===== src/hdl/htfd_pkg.sv =====
// ----------------------------------------------------------------------------
// htfd_pkg
// Shared types, constants and the crc-8 byte update for the humidity and
// temperature frame decoder.
// ----------------------------------------------------------------------------
package htfd_pkg;

    // crc-8, polynomial x^8 + x^5 + x^4 + 1, preset all ones
    localparam logic [7:0] CRC_POLY = 8'h31;
    localparam logic [7:0] CRC_INIT = 8'hFF;

    // frame byte positions; idle sits past the last byte
    localparam int FRAME_BYTES = 6;
    localparam logic [2:0] IDLE_INDEX = 3'(FRAME_BYTES);

    // conversion constants
    localparam logic [14:0] TEMP_SCALE  = 15'd17500;
    localparam logic [14:0] HUMI_SCALE  = 15'd10000;
    localparam logic [14:0] TEMP_OFFSET = 15'd4500;
    localparam logic [16:0] FULL_SCALE  = 17'd65535;

    // job queue depth between front and back
    localparam int QUEUE_DEPTH = 4;

    // one checked word handed from front to back; status bits already dropped
    typedef struct packed {
        logic        is_humi;
        logic        crc_ok;
        logic [13:0] raw;
    } job_t;

    // one byte of crc-8, msb first
    function automatic logic [7:0] crc8_byte(input logic [7:0] crc, input logic [7:0] data);
        logic [7:0] c;
        c = crc ^ data;
        for (int k = 0; k < 8; k++)
        begin
            if (c[7])
            begin
                c = {c[6:0], 1'b0} ^ CRC_POLY;
            end
            else
            begin
                c = {c[6:0], 1'b0};
            end
        end
        return c;
    endfunction

endpackage


===== src/hdl/htfd_front.sv =====
// ----------------------------------------------------------------------------
// htfd_front
// Tracks the byte position in the frame, runs the crc over each word and
// pushes one checked word job per crc byte.
// ----------------------------------------------------------------------------
module htfd_front
(
    input  logic              clk,
    input  logic              rst_n,
    input  logic              in_valid,
    output logic              in_ready,
    input  logic [7:0]        rx_byte,
    input  logic              frame_start,
    input  logic              queue_full,
    output logic              push_valid,
    output htfd_pkg::job_t    push_job
);
    import htfd_pkg::*;

    localparam logic [2:0] BYTE_T_HI  = 3'd0;
    localparam logic [2:0] BYTE_T_LO  = 3'd1;
    localparam logic [2:0] BYTE_T_CRC = 3'd2;
    localparam logic [2:0] BYTE_H_HI  = 3'd3;
    localparam logic [2:0] BYTE_H_LO  = 3'd4;
    localparam logic [2:0] BYTE_H_CRC = 3'd5;

    logic [2:0] byte_index_reg, byte_index_next;
    logic [7:0] crc_reg, crc_next;
    logic [7:0] high_reg, high_next;
    logic [7:0] low_reg, low_next;
    logic [2:0] idx;
    logic       beat;

    assign in_ready = ~queue_full;
    assign beat     = in_valid & in_ready;
    assign idx      = frame_start ? BYTE_T_HI : byte_index_reg;

    // byte classification and crc update
    always_comb
    begin
        byte_index_next = byte_index_reg;
        crc_next        = crc_reg;
        high_next       = high_reg;
        low_next        = low_reg;
        push_valid      = 1'b0;
        push_job        = '{is_humi: 1'b0, crc_ok: 1'b0, raw: {high_reg, low_reg[7:2]}};
        if (beat)
        begin
            case (idx)
                BYTE_T_HI, BYTE_H_HI:
                begin
                    high_next       = rx_byte;
                    crc_next        = crc8_byte(CRC_INIT, rx_byte);
                    byte_index_next = idx + 3'd1;
                end
                BYTE_T_LO, BYTE_H_LO:
                begin
                    low_next        = rx_byte;
                    crc_next        = crc8_byte(crc_reg, rx_byte);
                    byte_index_next = idx + 3'd1;
                end
                BYTE_T_CRC:
                begin
                    push_valid      = 1'b1;
                    push_job.crc_ok = (crc_reg == rx_byte);
                    crc_next        = CRC_INIT;
                    byte_index_next = BYTE_H_HI;
                end
                BYTE_H_CRC:
                begin
                    push_valid       = 1'b1;
                    push_job.is_humi = 1'b1;
                    push_job.crc_ok  = (crc_reg == rx_byte);
                    crc_next         = CRC_INIT;
                    byte_index_next  = IDLE_INDEX;
                end
                default:
                begin
                    // idle: byte dropped
                    byte_index_next = byte_index_reg;
                end
            endcase
        end
    end

    // frame position and word capture
    always_ff @(posedge clk or negedge rst_n)
    begin
        if (!rst_n)
        begin
            byte_index_reg <= IDLE_INDEX;
            crc_reg        <= CRC_INIT;
            high_reg       <= '0;
            low_reg        <= '0;
        end
        else
        begin
            byte_index_reg <= byte_index_next;
            crc_reg        <= crc_next;
            high_reg       <= high_next;
            low_reg        <= low_next;
        end
    end

endmodule


===== src/hdl/htfd_queue.sv =====
// ----------------------------------------------------------------------------
// htfd_queue
// Small first-in first-out queue of word jobs between front and back.
// ----------------------------------------------------------------------------
module htfd_queue
#(
    parameter int DEPTH = htfd_pkg::QUEUE_DEPTH
)
(
    input  logic              clk,
    input  logic              rst_n,
    input  logic              push_valid,
    input  htfd_pkg::job_t    push_job,
    output logic              full,
    input  logic              pop,
    output logic              pop_valid,
    output htfd_pkg::job_t    pop_job
);
    import htfd_pkg::*;

    localparam int PTR_W = (DEPTH > 1) ? $clog2(DEPTH) : 1;
    localparam int CNT_W = $clog2(DEPTH + 1);
    localparam logic [PTR_W-1:0] LAST_PTR = PTR_W'(DEPTH - 1);
    localparam logic [CNT_W-1:0] DEPTH_CNT = CNT_W'(DEPTH);

    job_t             entry_reg [DEPTH];
    logic [PTR_W-1:0] wr_ptr_reg, rd_ptr_reg;
    logic [CNT_W-1:0] count_reg;
    logic             do_push, do_pop;

    assign full      = (count_reg == DEPTH_CNT);
    assign pop_valid = (count_reg != '0);
    assign pop_job   = entry_reg[rd_ptr_reg];
    assign do_push   = push_valid & ~full;
    assign do_pop    = pop & pop_valid;

    // entry storage
    always_ff @(posedge clk)
    begin
        if (do_push)
        begin
            entry_reg[wr_ptr_reg] <= push_job;
        end
    end

    // pointers and fill count
    always_ff @(posedge clk or negedge rst_n)
    begin
        if (!rst_n)
        begin
            wr_ptr_reg <= '0;
            rd_ptr_reg <= '0;
            count_reg  <= '0;
        end
        else
        begin
            if (do_push)
            begin
                wr_ptr_reg <= (wr_ptr_reg == LAST_PTR) ? '0 : wr_ptr_reg + PTR_W'(1);
            end
            if (do_pop)
            begin
                rd_ptr_reg <= (rd_ptr_reg == LAST_PTR) ? '0 : rd_ptr_reg + PTR_W'(1);
            end
            if (do_push && !do_pop)
            begin
                count_reg <= count_reg + CNT_W'(1);
            end
            else if (do_pop && !do_push)
            begin
                count_reg <= count_reg - CNT_W'(1);
            end
        end
    end

endmodule


===== src/hdl/htfd_back.sv =====
// ----------------------------------------------------------------------------
// htfd_back
// Scales each good word to fixed point, keeps the last good values and
// drives the result register after the humidity word.
// ----------------------------------------------------------------------------
module htfd_back
(
    input  logic                clk,
    input  logic                rst_n,
    input  logic                job_valid,
    input  htfd_pkg::job_t      job,
    output logic                job_pop,
    output logic                out_valid,
    input  logic                out_ready,
    output logic signed [14:0]  temperature_centi,
    output logic [13:0]         humidity_centi,
    output logic                temp_crc_ok,
    output logic                humi_crc_ok
);
    import htfd_pkg::*;

    logic               s1_valid_reg;
    logic               s1_humi_reg;
    logic               s1_ok_reg;
    logic [30:0]        s1_prod_reg;
    logic [30:0]        prod_next;
    logic               s1_load, s2_go;

    logic signed [14:0] held_temp_reg;
    logic [13:0]        held_humi_reg;
    logic               temp_ok_reg;

    logic               out_valid_reg;
    logic signed [14:0] out_temp_reg;
    logic [13:0]        out_humi_reg;
    logic               out_tok_reg;
    logic               out_hok_reg;

    logic [14:0]        q_hi;
    logic [16:0]        rem;
    logic [14:0]        quot;
    logic [14:0]        temp_val;

    // stage 2 may retire unless a humidity word finds the result register held
    assign s2_go   = s1_valid_reg & (~s1_humi_reg | ~out_valid_reg | out_ready);
    assign s1_load = ~s1_valid_reg | s2_go;
    assign job_pop = s1_load & job_valid;

    // stage 1: scale multiply
    assign prod_next = 31'({job.raw, 2'b00})
                     * 31'(job.is_humi ? HUMI_SCALE : TEMP_SCALE);

    // stage 2: divide by 65535 as shift plus one correction, then offset
    assign q_hi     = s1_prod_reg[30:16];
    assign rem      = {1'b0, s1_prod_reg[15:0]} + {2'b00, q_hi};
    assign quot     = q_hi + ((rem >= FULL_SCALE) ? 15'd1 : 15'd0);
    assign temp_val = quot - TEMP_OFFSET;

    always_ff @(posedge clk or negedge rst_n)
    begin
        if (!rst_n)
        begin
            s1_valid_reg  <= 1'b0;
            s1_humi_reg   <= 1'b0;
            s1_ok_reg     <= 1'b0;
            s1_prod_reg   <= '0;
            held_temp_reg <= '0;
            held_humi_reg <= '0;
            temp_ok_reg   <= 1'b0;
            out_valid_reg <= 1'b0;
            out_temp_reg  <= '0;
            out_humi_reg  <= '0;
            out_tok_reg   <= 1'b0;
            out_hok_reg   <= 1'b0;
        end
        else
        begin
            // stage 1 register
            if (s1_load)
            begin
                s1_valid_reg <= job_valid;
                s1_humi_reg  <= job.is_humi;
                s1_ok_reg    <= job.crc_ok;
                s1_prod_reg  <= prod_next;
            end

            // result valid: set by a humidity word, else cleared once taken
            if (s2_go && s1_humi_reg)
            begin
                out_valid_reg <= 1'b1;
            end
            else if (out_valid_reg && out_ready)
            begin
                out_valid_reg <= 1'b0;
            end

            // stage 2: update held values, emit after humidity word
            if (s2_go)
            begin
                if (!s1_humi_reg)
                begin
                    temp_ok_reg <= s1_ok_reg;
                    if (s1_ok_reg)
                    begin
                        held_temp_reg <= $signed(temp_val);
                    end
                end
                else
                begin
                    if (s1_ok_reg)
                    begin
                        held_humi_reg <= quot[13:0];
                    end
                    out_temp_reg  <= held_temp_reg;
                    out_humi_reg  <= s1_ok_reg ? quot[13:0] : held_humi_reg;
                    out_tok_reg   <= temp_ok_reg;
                    out_hok_reg   <= s1_ok_reg;
                end
            end
        end
    end

    assign out_valid         = out_valid_reg;
    assign temperature_centi = out_temp_reg;
    assign humidity_centi    = out_humi_reg;
    assign temp_crc_ok       = out_tok_reg;
    assign humi_crc_ok       = out_hok_reg;

endmodule


===== src/hdl/humidity_temp_frame_decoder.sv =====
// ----------------------------------------------------------------------------
// humidity_temp_frame_decoder
// Decodes six-byte humidity and temperature sensor frames into fixed point.
// ----------------------------------------------------------------------------
// Takes one frame byte per cycle (temperature high, low, crc, then humidity
// high, low, crc; frame_start marks the first byte) and returns one result
// per complete frame carrying the last good temperature in hundredths of a
// degree, the last good humidity in hundredths of a percent and both crc
// flags. The front checks the crc-8 as bytes arrive and hands each checked
// word to a job queue of QUEUE_DEPTH entries; the back scales it through a
// multiply stage and a divide-and-offset stage. A byte is accepted every
// cycle while the job queue has room; a result passes the job queue, stage 1
// and the result register, and a stalled result register holds back only
// the back half, so in_ready drops only once the job queue has filled.
module humidity_temp_frame_decoder
#(
    parameter int QUEUE_DEPTH = htfd_pkg::QUEUE_DEPTH
)
(
    input  logic                clk,
    input  logic                rst_n,
    input  logic                in_valid,
    output logic                in_ready,
    input  logic [7:0]          rx_byte,
    input  logic                frame_start,
    output logic                out_valid,
    input  logic                out_ready,
    output logic signed [14:0]  temperature_centi,
    output logic [13:0]         humidity_centi,
    output logic                temp_crc_ok,
    output logic                humi_crc_ok
);
    import htfd_pkg::*;

    logic queue_full;
    logic push_valid;
    job_t push_job;
    logic pop;
    logic pop_valid;
    job_t pop_job;

    // byte tracking and crc check
    htfd_front u_front
    (
        .clk         (clk),
        .rst_n       (rst_n),
        .in_valid    (in_valid),
        .in_ready    (in_ready),
        .rx_byte     (rx_byte),
        .frame_start (frame_start),
        .queue_full  (queue_full),
        .push_valid  (push_valid),
        .push_job    (push_job)
    );

    // word job queue
    htfd_queue #(
        .DEPTH (QUEUE_DEPTH)
    ) u_queue
    (
        .clk        (clk),
        .rst_n      (rst_n),
        .push_valid (push_valid),
        .push_job   (push_job),
        .full       (queue_full),
        .pop        (pop),
        .pop_valid  (pop_valid),
        .pop_job    (pop_job)
    );

    // conversion and result register
    htfd_back u_back
    (
        .clk               (clk),
        .rst_n             (rst_n),
        .job_valid         (pop_valid),
        .job               (pop_job),
        .job_pop           (pop),
        .out_valid         (out_valid),
        .out_ready         (out_ready),
        .temperature_centi (temperature_centi),
        .humidity_centi    (humidity_centi),
        .temp_crc_ok       (temp_crc_ok),
        .humi_crc_ok       (humi_crc_ok)
    );

endmodule


===== config.mk =====
export PLATFORM = sky130hd
export DESIGN_NAME = humidity_temp_frame_decoder
export DESIGN_NICKNAME = d
export VERILOG_FILES = /design/src/hdl/htfd_pkg.sv /design/src/hdl/htfd_front.sv /design/src/hdl/htfd_queue.sv /design/src/hdl/htfd_back.sv /design/src/hdl/humidity_temp_frame_decoder.sv
export SDC_FILE = /design/constraint.sdc
export NUM_CORES = 1
export LEC_CHECK = 0
export BUFFER_PORTS_ARGS = -buffer_cell sky130_fd_sc_hd__buf_2
export CAP_MARGIN = 20
export CORE_UTILIZATION = 65
export DETAILED_ROUTE_END_ITERATION = 7
export PLACE_DENSITY = 0.88
export SLEW_MARGIN = 10
export SYNTH_ARGS = -nofsm -noshare
export SYNTH_HDL_FRONTEND = slang
export SYNTH_HIERARCHICAL = 1
export SYNTH_SLANG_ARGS = --single-unit

===== constraint.sdc =====
create_clock -name clk -period 12.14 [get_ports clk]
set_input_delay 0.607 -clock clk [delete_from_list [all_inputs] [get_ports clk]]
set_output_delay 0.607 -clock clk [all_outputs]
set_load 0.005 [all_outputs]

==> metrics.txt <==
status=complete, no violations; drt wl/cell=~18 um; antenna cells=0; worst skew pair latency=0.45 ns; CTS resizes=0; placer congestion estimate=between 0.8 and 0.9; reg2reg start=u_queue/rd_ptr_reg[0]; EDFF count, synth=64; largest net degree at the start of global routing=65; # rows=between 50 and 60; Syn Inst Count=about 1.2k; DRT Wirelength=28300 um; die span in x=between 100 and 150 um; area growth from synthesis to final layout=7.83%; flop2flop setup slack=about 4.6 ns; Yosys top cell by area=dfrtp_1; grt ovf=0; first-pass GRT wire length=around 47000 um; Largest register FFs=64; Setup Skew=0.0159 ns; die area=about 21000 um^2; drt initial violations=between 500 and 600; Worst Max-Slew Pin Slew=1.08 ns; Synth top area share=a little under a fifth; CTS Buf Count=17; H-tree depth=4; critical path type=flip-flop to flip-flop; clock tree buffer depth=2; clock-pin slew on the worst setup and hold paths=about 0.080 ns; hpwl dp=between 20000 and 25000 um; TritonRoute pass-1 iters=5; count of state elements after synthesis=174; Root Buffer=clkbuf_16; DRC viols=0; Setup crit start kind=flip-flop; RSZ-0062 raised after global routing=no; Initial Utilization=a little under 70%; Synth Area per Inst=between 10 and 15 um^2; sequential element share of the synthesized area=a little over a third; Via density=around 6.0; f_max=between 0.1 and 0.15 GHz; io pins=46; Synthesis Warnings=6; Primary FF master, synth=dfrtp_1; Synth Cell Area=between 10000 and 15000 um^2; vias in the first global route=approximately 9.5k; min Tclk post-route=approximately 7.5 ns; Final Max Slew Viols=0; MaxCap Viol Count=0; final net count=approximately 1.5k; period utilisation layout=between 60% and 70%; synth top area cells=dfrtp_1, edfxtp_1, ha_1, fa_1, inv_1; worst-case reg-to-reg path depth=18; Hold-fix buffers, CTS=0; share of cells above drive strength 1=around 14%; Unique masters post-synth=about 90; antenna violations before repair=0; core footprint=a little under 20000 um^2; gr usage total=between 20 and 30%; I/O Buffers=45; Num Clock Sinks=approximately 170; vias after detailed routing=between 9k and 10k; FF-to-FF End=u_back/s1_prod_reg[30]; CTS tree=built; setup TNS=0 ns; Async S/R FF share, synth=a little over three fifths; CP endpoint kind=flip-flop; Routed Antenna Nets=0; Slew headroom=between 20 and 30%; arrival time worst endpoint=between 7 and 8 ns; Die H=145 um; Setup Buffers After CTS=0; Worst EP required=around 12 ns; number of setup violations in the final report=0; Hold Path Class=input pin to asynchronous set/reset pin; crit path max fanout=30; final hold vios=0
-- metrics by stage --
| step | area [um^2] | utilization (%) | cells | setup slack [ns] | hold slack, ns |
|---|---|---|---|---|---|
| finish | 14300 | 72.5 | 1539 | 4.62 | 0.147 |
| global route | 14300 | 72.5 | 1539 | 4.16 | 0.190 |
| CTS | 14300 | 72.5 | 1538 | 4.61 | 0.178 |
| detailed placement | 13700 | 69.3 | 1506 | 4.66 | 0.463 |
| global placement | 13700 | 69.3 | 1505 | 4.83 | 0.460 |
| floorplan | 13300 | - | 1234 | 5.86 | 0.311 |
-- worst max-delay path by stage --
stage | from | end | slack [ns] | cells past startpoint
after floorplan | u_queue/rd_ptr_reg[0] | u_back/s1_prod_reg[30] | 5.86 | 23
after global placement | u_queue/rd_ptr_reg[0] | u_back/s1_prod_reg[30] | 4.83 | 18
after detailed placement | u_queue/rd_ptr_reg[0] | u_back/s1_prod_reg[30] | 4.66 | 18
after CTS | u_queue/rd_ptr_reg[0] | u_back/s1_prod_reg[30] | 4.61 | 18
after global routing | u_queue/rd_ptr_reg[0] | u_back/s1_prod_reg[23] | 4.16 | 19
final | u_queue/rd_ptr_reg[0] | u_back/s1_prod_reg[30] | 4.62 | 18
-- metal layers --
metal	track usage [%]	wire length, um	vias up
li1	-	-	4299
met1	35.1	11200	4509
met2	54.1	15000	300
met3	3.88	1260	71
met4	13.1	920	0
met5	0	0	-
-- final cells by class --
| cell class | count | area, um^2 |
|---|---|---|
| Inverter | 154 | 578 |
| Sequential cell | 174 | 4690 |
| Fill cell | 1287 | 5410 |
| Tap cell | 265 | 332 |
| Multi-Input combinational cell | 864 | 7810 |
| Clock buffer | 17 | 425 |
| Clock inverter | 15 | 199 |
| Timing Repair Buffer | 50 | 270 |
-- cell usage after synthesis (5+ instances only) --
library cell  number
dfstp_2           10
a21oi_1           45
a31oi_1            7
edfxtp_1          64
o21a_1            10
ha_1             137
xnor2_1           47
o21ai_0           56
nor3_1            10
nand2b_1          15
and3_1             8
mux2i_1            6
nand4_1           11
or4_1              5
o22ai_1            5
o31ai_1            6
nor4_1             8
buf_2             12
and2_1            11
clkbuf_1          19
nor2_1            57
mux2_2            34
dfrtp_1          100
nor2b_1           14
nand3_1           20
fa_1              77
o211ai_1           7
inv_1            154
nand2_1          101
or3_1              6
mux2_4             5
xor2_1            26
mux4_2             9
mux4_1             7
or2_2              7
and4_1             5
-- worst max-delay path, stage by stage, from the launching register on --
cell and delay [ns]:
dfrtp_1 1.02, mux4_1 1.07, nand2b_1 0.41, fa_1 0.52, fa_1 0.56, inv_1 0.07, fa_1 0.52, inv_1 0.05
fa_1 0.54, inv_1 0.06, fa_1 0.47, ha_1 0.31, ha_1 0.41, o21a_1 0.15, o211ai_1 0.10, a21o_1 0.22
a2111o_1 0.46, and2_1 0.21, a211o_1 0.25
-- kinds of logic (layout without fill, tap and decap cells) --
kind of cell / Yosys count / in the layout / share of synthesized area (%)
adder cells (fa/ha/maj): 214 / 214 / 24.5
AND/OR/NAND/NOR: 308 / 308 / 12.0
flip-flops: 174 / 174 / 35.3
AO/OA/AOI/OAI: 188 / 188 / 9.25
other: 2 / 13 / 0.0566
buffers and inverters: 196 / 236 / 6.12
multiplexers: 61 / 61 / 6.82
XOR/XNOR: 80 / 80 / 5.84
-- cell usage in the layout, fill, tap and decap left out, drive strengths merged, types with 13 or more instances in the layout --
cell type	instances
xnor2	50
buf	50
xor2	27
a21oi	45
clkbuf	17
fa	77
and2	15
conb	13
inv	160
nand2b	15
mux4	16
mux2	39
nand3	20
dfrtp	100
o21ai	60
ha	137
nand2	103
nor2b	16
nor2	59
edfxtp	64
Power is not shown: default switching activity piles up to over one toggle a cycle in this logic, so the estimate is an artifact.
